## src/rtl/fltt_pkg.sv

```systemverilog
// fltt_pkg: shared types and constants of the failed-login throttle table
// used by fltt_ctrl, fltt_dp and failed_login_ip_throttle_table; no dependencies

package fltt_pkg;

    localparam int TABLE_ENTRIES = 16;
    localparam int IDX_W         = (TABLE_ENTRIES > 1) ? $clog2(TABLE_ENTRIES) : 1;
    localparam int CNT_W         = $clog2(TABLE_ENTRIES + 1);
    localparam int ADDR_W        = 32;
    localparam int FAIL_W        = 2;

    localparam logic [FAIL_W-1:0] COUNT_MAX   = FAIL_W'(3);
    localparam logic [FAIL_W-1:0] BLOCK_ABOVE = FAIL_W'(2);
    localparam logic [FAIL_W-1:0] COUNT_ONE   = FAIL_W'(1);

    typedef enum logic [1:0] {
        CMD_RECORD = 2'd0,
        CMD_QUERY  = 2'd1,
        CMD_TICK   = 2'd2
    } t_cmd;

    typedef struct packed {
        logic [ADDR_W-1:0] addr;
        logic [FAIL_W-1:0] count;
    } t_entry;

    // controller to datapath
    typedef struct packed {
        logic load;
        logic issue;
        logic commit;
    } t_dp_ctl;

    // datapath to controller
    typedef struct packed {
        logic empty;
        logic last_rd;
    } t_dp_sts;

endpackage

```

## src/rtl/fltt_ctrl.sv

```systemverilog
// fltt_ctrl: state machine that sequences one table scan per command
// depends on fltt_pkg

module fltt_ctrl
    import fltt_pkg::*;
(
    input  logic    i_clk,
    input  logic    i_rst_n,
    input  logic    start,
    output logic    busy,
    input  t_dp_sts i_sts,
    output t_dp_ctl o_ctl
);

    typedef enum logic [3:0] {
        S_IDLE   = 4'b0001,
        S_SCAN   = 4'b0010,
        S_DRAIN  = 4'b0100,
        S_COMMIT = 4'b1000
    } t_state;

    t_state r_state;
    t_state n_state;

    always_comb begin
        n_state      = r_state;
        o_ctl.load   = 1'b0;
        o_ctl.issue  = 1'b0;
        o_ctl.commit = 1'b0;
        case (r_state)
            S_IDLE: begin
                if (start) begin
                    o_ctl.load = 1'b1;
                    n_state    = i_sts.empty ? S_COMMIT : S_SCAN;
                end
            end
            S_SCAN: begin
                o_ctl.issue = 1'b1;
                if (i_sts.last_rd) begin
                    n_state = S_DRAIN;
                end
            end
            // last read entry is checked here
            S_DRAIN: begin
                n_state = S_COMMIT;
            end
            S_COMMIT: begin
                o_ctl.commit = 1'b1;
                n_state      = S_IDLE;
            end
            default: begin
                n_state = S_IDLE;
            end
        endcase
    end

    always_ff @(posedge i_clk) begin
        if (!i_rst_n) begin
            r_state <= S_IDLE;
        end else begin
            r_state <= n_state;
        end
    end

    assign busy = (r_state != S_IDLE);

    a_accept_busy: assert property (@(posedge i_clk) disable iff (!i_rst_n)
        (start && !busy) |=> busy)
        else $error("accepted transfer did not raise busy");

    a_commit_once: assert property (@(posedge i_clk) disable iff (!i_rst_n)
        (r_state == S_COMMIT) |=> (r_state == S_IDLE))
        else $error("commit lasted more than one cycle");

    a_drain_after_scan: assert property (@(posedge i_clk) disable iff (!i_rst_n)
        (r_state == S_DRAIN) |-> $past(r_state == S_SCAN))
        else $error("drain entered without a scan");

endmodule

```

## src/rtl/fltt_dp.sv

```systemverilog
// fltt_dp: entry memory, scan counter, match flags and result registers
// depends on fltt_pkg

module fltt_dp
    import fltt_pkg::*;
(
    input  logic              i_clk,
    input  logic              i_rst_n,
    input  logic [1:0]        i_cmd,
    input  logic [ADDR_W-1:0] i_ip_addr,
    input  t_dp_ctl           i_ctl,
    output t_dp_sts           o_sts,
    output logic              o_valid,
    output logic              o_blocked,
    output logic              o_dropped
);

    t_entry r_mem [TABLE_ENTRIES];

    t_cmd              r_op;
    logic [ADDR_W-1:0] r_key;
    logic [CNT_W-1:0]  r_used;
    logic [IDX_W-1:0]  r_rd_idx;
    t_entry            r_rd_data;
    logic              r_chk_vld;
    logic [IDX_W-1:0]  r_chk_idx;

    logic              r_hit_fnd;
    logic [IDX_W-1:0]  r_hit_idx;
    logic [FAIL_W-1:0] r_hit_cnt;
    logic              r_zero_fnd;
    logic [IDX_W-1:0]  r_zero_idx;
    logic              r_q_fnd;
    logic              r_q_blk;

    logic              r_res_vld;
    logic              r_blocked;
    logic              r_dropped;

    logic              match;
    logic              full;
    logic              wr_en;
    logic [IDX_W-1:0]  wr_idx;
    t_entry            wr_data;

    assign match = (r_rd_data.addr == r_key);
    assign full  = (r_used == CNT_W'(TABLE_ENTRIES));

    assign o_sts.empty   = (r_used == '0);
    assign o_sts.last_rd = ((CNT_W'(r_rd_idx) + CNT_W'(1)) == r_used);

    // single write port: tick write-back during the scan, record update at commit
    always_comb begin
        wr_en   = 1'b0;
        wr_idx  = r_chk_idx;
        wr_data = r_rd_data;
        if (r_chk_vld && (r_op == CMD_TICK) && (r_rd_data.count != '0)) begin
            wr_en         = 1'b1;
            wr_data.count = r_rd_data.count - COUNT_ONE;
        end else if (i_ctl.commit && (r_op == CMD_RECORD)) begin
            wr_data.addr = r_key;
            if (r_hit_fnd) begin
                wr_en         = 1'b1;
                wr_idx        = r_hit_idx;
                wr_data.count = r_hit_cnt + COUNT_ONE;
            end else if (r_zero_fnd) begin
                wr_en         = 1'b1;
                wr_idx        = r_zero_idx;
                wr_data.count = COUNT_ONE;
            end else if (!full) begin
                wr_en         = 1'b1;
                wr_idx        = r_used[IDX_W-1:0];
                wr_data.count = COUNT_ONE;
            end
        end
    end

    always_ff @(posedge i_clk) begin
        if (wr_en) begin
            r_mem[wr_idx] <= wr_data;
        end
        if (i_ctl.issue) begin
            r_rd_data <= r_mem[r_rd_idx];
        end
    end

    always_ff @(posedge i_clk) begin
        if (i_ctl.load) begin
            r_op  <= t_cmd'(i_cmd);
            r_key <= i_ip_addr;
        end
    end

    always_ff @(posedge i_clk) begin
        if (!i_rst_n) begin
            r_used     <= '0;
            r_rd_idx   <= '0;
            r_chk_vld  <= 1'b0;
            r_chk_idx  <= '0;
            r_hit_fnd  <= 1'b0;
            r_hit_idx  <= '0;
            r_hit_cnt  <= '0;
            r_zero_fnd <= 1'b0;
            r_zero_idx <= '0;
            r_q_fnd    <= 1'b0;
            r_q_blk    <= 1'b0;
            r_res_vld  <= 1'b0;
            r_blocked  <= 1'b0;
            r_dropped  <= 1'b0;
        end else begin
            r_chk_vld <= i_ctl.issue;
            r_res_vld <= i_ctl.commit;
            if (i_ctl.load) begin
                r_rd_idx   <= '0;
                r_hit_fnd  <= 1'b0;
                r_zero_fnd <= 1'b0;
                r_q_fnd    <= 1'b0;
                r_q_blk    <= 1'b0;
            end
            if (i_ctl.issue) begin
                r_rd_idx  <= r_rd_idx + IDX_W'(1);
                r_chk_idx <= r_rd_idx;
            end
            if (r_chk_vld) begin
                case (r_op)
                    CMD_RECORD: begin
                        if (!r_hit_fnd && match && (r_rd_data.count < COUNT_MAX)) begin
                            r_hit_fnd <= 1'b1;
                            r_hit_idx <= r_chk_idx;
                            r_hit_cnt <= r_rd_data.count;
                        end
                        if (!r_zero_fnd && (r_rd_data.count == '0)) begin
                            r_zero_fnd <= 1'b1;
                            r_zero_idx <= r_chk_idx;
                        end
                    end
                    CMD_QUERY: begin
                        if (!r_q_fnd && match) begin
                            r_q_fnd <= 1'b1;
                            r_q_blk <= (r_rd_data.count > BLOCK_ABOVE);
                        end
                    end
                    default: begin
                    end
                endcase
            end
            if (i_ctl.commit) begin
                r_blocked <= (r_op == CMD_QUERY) && r_q_blk;
                r_dropped <= (r_op == CMD_RECORD) && !r_hit_fnd && !r_zero_fnd && full;
                if ((r_op == CMD_RECORD) && !r_hit_fnd && !r_zero_fnd && !full) begin
                    r_used <= r_used + CNT_W'(1);
                end
            end else begin
                r_blocked <= 1'b0;
                r_dropped <= 1'b0;
            end
        end
    end

    assign o_valid   = r_res_vld;
    assign o_blocked = r_blocked;
    assign o_dropped = r_dropped;

    a_used_bound: assert property (@(posedge i_clk) disable iff (!i_rst_n)
        r_used <= CNT_W'(TABLE_ENTRIES))
        else $error("entry count beyond table size");

    a_read_in_use: assert property (@(posedge i_clk) disable iff (!i_rst_n)
        i_ctl.issue |-> (CNT_W'(r_rd_idx) < r_used))
        else $error("scan read past the entries in use");

    a_flags_exclusive: assert property (@(posedge i_clk) disable iff (!i_rst_n)
        r_res_vld |-> !(r_blocked && r_dropped))
        else $error("result flags both set");

endmodule

```

## src/rtl/failed_login_ip_throttle_table.sv

```systemverilog
// failed_login_ip_throttle_table: top level of the failed-login throttle table
// depends on fltt_pkg, fltt_ctrl and fltt_dp
//
// usage:
//   a command transfer is taken on a rising edge with start high and busy low;
//   i_cmd selects record (0), query (1) or decay tick (2), code 3 does nothing;
//   i_ip_addr is the peer address and is ignored on a tick
//   every command gives exactly one result: o_valid is high for one cycle with
//   o_blocked (query answer) and o_dropped (record found a full table)
//   each command scans the entries in use through one read port of the entry
//   memory, one entry a cycle; with n entries in use the result strobe comes
//   n + 2 cycles after the accepting edge (1 when the table is empty) and busy
//   stays high n + 2 cycles (1 when empty), so a command takes n + 3 cycles,
//   at most TABLE_ENTRIES + 3
//   the next command may be taken in the cycle in which the result strobe shows
//   reset clears the in-use count, so the table reads as empty at once and no
//   clearing pass is needed; results cannot be held off by the receiver

module failed_login_ip_throttle_table
    import fltt_pkg::*;
(
    input  logic              i_clk,
    input  logic              i_rst_n,
    input  logic              start,
    output logic              busy,
    input  logic [1:0]        i_cmd,
    input  logic [ADDR_W-1:0] i_ip_addr,
    output logic              o_valid,
    output logic              o_blocked,
    output logic              o_dropped
);

    t_dp_ctl dp_ctl;
    t_dp_sts dp_sts;

    fltt_ctrl u_ctrl (
        .i_clk   (i_clk),
        .i_rst_n (i_rst_n),
        .start   (start),
        .busy    (busy),
        .i_sts   (dp_sts),
        .o_ctl   (dp_ctl)
    );

    fltt_dp u_dp (
        .i_clk     (i_clk),
        .i_rst_n   (i_rst_n),
        .i_cmd     (i_cmd),
        .i_ip_addr (i_ip_addr),
        .i_ctl     (dp_ctl),
        .o_sts     (dp_sts),
        .o_valid   (o_valid),
        .o_blocked (o_blocked),
        .o_dropped (o_dropped)
    );

endmodule
```

## config.mk

```make
export PLATFORM = sky130hd
export DESIGN_NAME = failed_login_ip_throttle_table
export DESIGN_NICKNAME = d
export VERILOG_FILES = /design/src/rtl/fltt_pkg.sv /design/src/rtl/fltt_ctrl.sv /design/src/rtl/fltt_dp.sv /design/src/rtl/failed_login_ip_throttle_table.sv
export SDC_FILE = /design/constraint.sdc
export NUM_CORES = 1
export LEC_CHECK = 0
export BUFFER_PORTS_ARGS = -buffer_cell sky130_fd_sc_hd__buf_2
export CAP_MARGIN = 0
export CORE_ASPECT_RATIO = 1.5
export CORE_UTILIZATION = 46
export DETAILED_ROUTE_END_ITERATION = 6
export MAX_ROUTING_LAYER = met4
export SYNTH_ARGS = -nofsm -noshare
export SYNTH_HDL_FRONTEND = slang
export SYNTH_HIERARCHICAL = 1
export SYNTH_SLANG_ARGS = --single-unit
```

## constraint.sdc

```tcl
create_clock -name i_clk -period 3.9 [get_ports i_clk]
set_clock_uncertainty 0.1 [all_clocks]
set_input_delay 0.39 -clock i_clk [delete_from_list [all_inputs] [get_ports i_clk]]
set_output_delay 0.39 -clock i_clk [all_outputs]
set_load 0.005 [all_outputs]
```

==> results of run 1 <==
[worst paths after layout]
path / startpoint / to / slack (ns) / depth (start not counted)
worst max-delay path: u_ctrl/r_state[3] / u_dp/r_mem[14][7] / 0.46 / 7
worst min-delay path: start / u_ctrl/r_state[3] / 0.14 / 3
worst max register to register: u_ctrl/r_state[3] / u_dp/r_mem[14][7] / 0.46 / 7
worst min register to register: u_dp/r_hit_idx[2] / u_dp/r_hit_idx[2] / 0.36 / 2
[per-stage QoR]
step	hold WS, ns	worst slack (ns)	utilization (%)	instance area [um2]
2_1_floorplan	0.330	0.102	-	25200
3_3_place_gp	0.343	0.531	49.2	26500
5_1_grt	0.127	0.263	53.4	28800
4_1_cts	0.101	0.422	53.4	28800
3_5_place_dp	0.349	0.476	49.2	26500
6_report	0.137	0.464	53.4	28800
[cell type report]
class / count / area, um2
Inverter: 7 / 26.3
Multi-Input combinational cell: 487 / 5900
Fill cell: 4185 / 25100
Timing Repair Buffer: 112 / 988
Clock inverter: 33 / 365
Sequential cell: 647 / 19100
Clock buffer: 74 / 1550
Tap cell: 689 / 862
[worst max-delay path: cells and delay by family (launching register included)]
kind	cells	cell delay, ns
flip-flops	1	0.42
AO/OA/AOI/OAI	1	0.23
AND/OR/NAND/NOR	4	1.62
buffers and inverters	2	0.70
[power groups by stage]
stage	Sequential, mW	Clock [mW]	Combinational (mW)
2_1_floorplan	7.70	0	0.0525
3_3_place_gp	7.71	0	0.115
3_5_place_dp	7.71	0	0.117
4_1_cts	7.56	5.89	0.144
5_1_grt	7.56	6.13	0.151
6_report	7.56	5.76	0.139
[cell families (layout without fill, tap and decap cells)]
kind of cell | after synthesis | count (layout) | share of synthesized area, %
simple gates | 224 | 224 | 4.49
buf+inv | 63 | 226 | 1.28
compound gates | 31 | 31 | 0.905
mux | 185 | 185 | 15.8
xor+xnor | 42 | 42 | 1.46
fa+ha+maj | 5 | 5 | 0.249
flops | 647 | 647 | 75.8
[per-layer routing]
metal  wire length (um)  global-route usage (%)
met3               2620                    2.81
met4               1060                    5.41
met2              30400                    37.6
met5                  0                       -
met1              21600                    26.7
[layout by cell type, fill, tap and decap left out, types with 19 or more instances in the layout]
master and count:
buf_2 40, buf_4 25, clkbuf_16 59, dfxtp_1 31, dlygate4sd3_1 34, edfxtp_1 612
mux4_2 170, nand2_1 115, nor2b_1 19, xor2_1 37
[state kept, by name (all words and copies together), names as in the netlist, 2 cells and up]
name and flops:
u_dp/r_used 5, u_dp/r_rd_data 34, u_dp/r_chk_idx 4, u_dp/r_key 32
u_dp/r_mem 544, u_dp/r_op 2, u_ctrl/r_state 4, u_dp/r_hit_idx 4
u_dp/r_rd_idx 4, u_dp/r_hit_cnt 2, u_dp/r_zero_idx 4
==> flow_summary.toml, run 1 <==
[setup_path]
slowest_delay_ns = 0.53
path_cells = "nor4b_1 > or3b_2 > buf_4 > o22ai_1 > nand3_1 > nor2_4 > buf_4"
cp_slowest_cell = "or3b_2"
cp_common_cell = "buf_4"
critical_path_required_ns = 4.06
critical_path_class = "reg -> reg"
crit_fanout = 35
worstPathArrival_ns = 3.60
worst_setup_path_start_kind = "register"
endpoint_kind = "register"

[outcome]
status = "complete, but fails checks"
failed_checks = "DRC"

[clock_tree]
cts_max_level = 2
clock_path_buffers = 3
cts.sinks = 647
numCtsBuffers = 59
clock_latency_ns = 0.62
tritoncts = "yes"
post_cts_resized = 0
cts_hold_buf = 34
post-cts-setup-buffers = 0
clk_pin_slew_worst_paths_ns = 0.06
clockRootBuffer = "clkbuf_16"

[yosys]
syn_avg_cell_area_um2 = 21.0
synth_area_leaders = "edfxtp_1, mux4_2, dfxtp_1"
yosys-top-cells-count = "edfxtp_1, mux4_2, nand2_1, xor2_1, dfxtp_1"
synthFlopType = "edfxtp_1"
syn_nets = 1239
synth-seq-cells = 647
yosys.area.top_type_share_pct = 73.0
synth_edf_count = 612
ys_warn_count = 6
synthArstFlopShare_pct = 0
synth.cell_area_um2 = 25200
syn_inst = 1197
yosysSeqAreaShare_pct = 75.8
yosysMostFrequentCell = "edfxtp_1"
synth_top_cell_by_area = "edfxtp_1"
yosysUniqueCellTypes = 56

[job]
drv_cap = 0

[die]
rows = 104
start_util_pct = 46.7
coreArea_um2 = 53900
die_area_um2 = 55700
io_pins = 41
chipHeight_um = 288
die_w_um = 193

[global_route]
grt_max_degree = 50
grt_overflow = 0
antenna_found_initial = 0
first_global_vias = 12400
grt_pass1_wl_um = 82200
track_usage_pct = 21.6

[sta]
period_minus_slack_ns = 3.44
setup_violations = 0
grt_setup_unrepaired = "no"
slew_violations = 0
hold_violations = 0
period_share_pct = 88.1
setup_tns_ns = 0
max_freq_mhz = 291
slew_headroom_pct = 21.1
worst_slew_pin_slew_ns = 1.18

[finish]
n_antenna_cell = 0
stdcell_count = 2049
fin_nets = 1356
drive_gt1_share_pct = 26.5
area_growth_pct = 14.4

[power_and_ir_drop]
power_density_nw_per_um2 = 468
pwr-share-seq_pct = 56.2
design_power_total_mw = 13.5
swShare_pct = 19.3
p_int_mw = 10.9
p_clk_share_pct = 42.8
comb_power_share_pct = 1.0
p_leak_nw = 8.98
ir_worst_vdd_mv = 0.342
p_sw_mw = 2.59

[drt]
viasPerCell = 5.75
drt_wl_total_um = 55700
drtAntennaViolNets = 0
num_vias = 11800
drt_iter0_markers = 926
drt_first_pass_iters = 7
drt-wirelength-per-cell_um = 27.2
drc = 2

[placed_design]
dp.cells = 1908
port_buffers = 40
place_hpwl_um = 33700
routabilityCongestion = 0.814

[min_path]
min_path_type = "in -> reg"
Power figures use the tool's default switching activity.
==> run 2: changes to the inputs <==
--- a/config.mk
+++ b/config.mk
@@ -7,10 +7,13 @@
 export LEC_CHECK = 0
 export BUFFER_PORTS_ARGS = -buffer_cell sky130_fd_sc_hd__buf_2
 export CAP_MARGIN = 0
+export CELL_PAD_IN_SITES_DETAIL_PLACEMENT = 2
+export CELL_PAD_IN_SITES_GLOBAL_PLACEMENT = 2
 export CORE_ASPECT_RATIO = 1.5
-export CORE_UTILIZATION = 46
+export CORE_UTILIZATION = 45
 export DETAILED_ROUTE_END_ITERATION = 6
 export MAX_ROUTING_LAYER = met4
+export PLACE_DENSITY_LB_ADDON = 0.1
 export SYNTH_ARGS = -nofsm -noshare
 export SYNTH_HDL_FRONTEND = slang
 export SYNTH_HIERARCHICAL = 1
==> run 2 against run 1 <==
Wire length grew 24%. Via count grew 4.8%. Maximum frequency up 0.70%. Non-clock buffer count is 8 higher. Global-route usage up 4.1 points. Design area increased by 1.2%. First-iteration DRC count grew 16%. Register-to-register slack improved by 0.02 ns. The flow now finishes without violations. Clock-buffer cell count shrank 7. Worst setup slack better by 0.024 ns. Critical endpoint is now u_dp/r_mem[14][27]. Sequential power is essentially flat.
==> flow_summary.toml, run 2 (synthesis gave the netlist of run 1 again) <==
[die]
rows = 105
io_pins = 41
die_area_um2 = 56900
chipHeight_um = 292
die_w_um = 195
coreArea_um2 = 54900
start_util_pct = 45.8

[drt]
drtAntennaViolNets = 0
viasPerCell = 5.96
drt_first_pass_iters = 5
drt_iter0_markers = 1072
drc = 0
drt_wl_total_um = 69100
num_vias = 12300
drt-wirelength-per-cell_um = 33.4

[finish]
drive_gt1_share_pct = 28.1
fin_nets = 1366
regMostFlops = "u_dp/r_mem"
layout_commonest_cell = "edfxtp_1"
final.fill_count = 4650
reg_top3 = "u_dp/r_mem x544, u_dp/r_rd_data x34, u_dp/r_key x32"
area_growth_pct = 15.7
n_antenna_cell = 0
largest_reg_flops = 544
mostFrequentLayoutCells = "edfxtp_1, mux4_2, nand2_1"
stdcell_count = 2070

[clock_tree]
post-cts-setup-buffers = 0
clockRootBuffer = "clkbuf_16"
cts_max_level = 2
clock_path_buffers = 3
numCtsBuffers = 61
post_cts_resized = 0
clock_latency_ns = 0.64
clk_pin_slew_worst_paths_ns = 0.06
cts.sinks = 647
cts_hold_buf = 34
tritoncts = "yes"

[power_and_ir_drop]
ir_worst_vdd_mv = 0.419
p_leak_nw = 9.10
swShare_pct = 20.4
power_density_nw_per_um2 = 482
comb_power_share_pct = 1.1
p_clk_share_pct = 45.1
pwr-share-seq_pct = 53.8
p_sw_mw = 2.86
p_int_mw = 11.2
design_power_total_mw = 14.0

[sta]
slew_violations = 0
period_minus_slack_ns = 3.41
grt_setup_unrepaired = "no"
worst_slew_pin_slew_ns = 1.47
setup_tns_ns = 0
setup_violations = 0
slew_headroom_pct = 2.30
hold_violations = 0
period_share_pct = 87.5
max_freq_mhz = 293

[min_path]
min_path_type = "in -> reg"
hold_end = "u_ctrl/r_state[3]"
hp-start = "start"
hold_depth = 3

[global_route]
grt_overflow = 0
grt_pass1_wl_um = 98600
antenna_found_initial = 1
grt_max_degree = 71
first_global_vias = 13800
track_usage_pct = 25.7

[setup_path]
worstPathArrival_ns = 3.61
worst_setup_path_start_kind = "register"
cp_common_cell = "buf_4"
path_cells = "nor4b_1 > buf_4 > or3b_2 > buf_4 > o22ai_1 > nand3_1 > nor2_4 > buf_12"
critical_path_class = "reg -> reg"
crit_fanout = 34
r2r-end = "u_dp/r_mem[14][27]"
reg2reg_slack_ns = 0.49
cp_slowest_cell = "or3b_2"
critical_path_required_ns = 4.10
endpoint_kind = "register"
r2r-start = "u_ctrl/r_state[3]"
r2r_cells = 8
slowest_delay_ns = 0.53

[placed_design]
routabilityCongestion = 0.786
port_buffers = 40
dp.cells = 1922
place_hpwl_um = 40400

[outcome]
status = "complete, no violations"

[job]
drv_cap = 0
## run 2: power by group through the flow
| stage | combinational (mW) | clock [mW] | sequential (mW) |
|---|---|---|---|
| finish | 0.159 | 6.33 | 7.56 |
| CTS | 0.163 | 6.46 | 7.56 |
| floorplan | 0.0525 | 0 | 7.70 |
| global placement | 0.127 | 0 | 7.71 |
| global route | 0.168 | 6.64 | 7.56 |
| detailed placement | 0.134 | 0 | 7.71 |
## run 2: area by class of cell
class	count	area [um2]	share of cell area (%)
multi-input cells	487	5900	20.3
clock inverters	47	547	1.88
flip-flops and latches	647	19100	65.5
repair buffers	120	1120	3.86
well taps	695	870	2.99
inverters	7	26.3	0.0902
clock buffers	67	1570	5.39
## run 2: routing by layer
metal	track usage [%]	vias to the layer above	part of all wire [%]
met4	8.99	0	3.4
met2	44.3	362	53
met3	3.27	107	4.3
met1	31.3	6727	39
li1	-	5144	-
met5	-	-	0
## run 2: critical path: cells and delay by family (launching register included)
kind	cells	cell delay (ns)
compound gates	1	0.25
flops	1	0.43
simple gates	4	1.44
buf+inv	3	0.84
## run 2: how the worst max path moves through the flow
stage / startpoint / to / slack, ns / cells past startpoint
finish: u_ctrl/r_state[3] / u_dp/r_mem[14][27] / 0.49 / 8
global route: u_ctrl/r_state[2] / u_dp/r_mem[8][2] / 0.34 / 8
CTS: u_ctrl/r_state[3] / u_dp/r_mem[8][2] / 0.43 / 8
detailed placement: u_ctrl/r_state[3] / u_dp/r_mem[14][10] / 0.45 / 8
global placement: u_ctrl/r_state[3] / u_dp/r_mem[12][9] / 0.48 / 8
floorplan: u_ctrl/r_state[1] / u_dp/r_mem[12][0] / 0.10 / 7
## run 2: through the flow
stage / utilization (%) / setup slack [ns] / area [um2] / hold WS [ns]
finish: 53.0 / 0.488 / 29100 / 0.128
global route: 53.0 / 0.340 / 29100 / 0.117
CTS: 53.0 / 0.431 / 29100 / 0.0909
detailed placement: 48.6 / 0.453 / 26700 / 0.360
global placement: 48.6 / 0.483 / 26700 / 0.348
floorplan: - / 0.102 / 25200 / 0.330
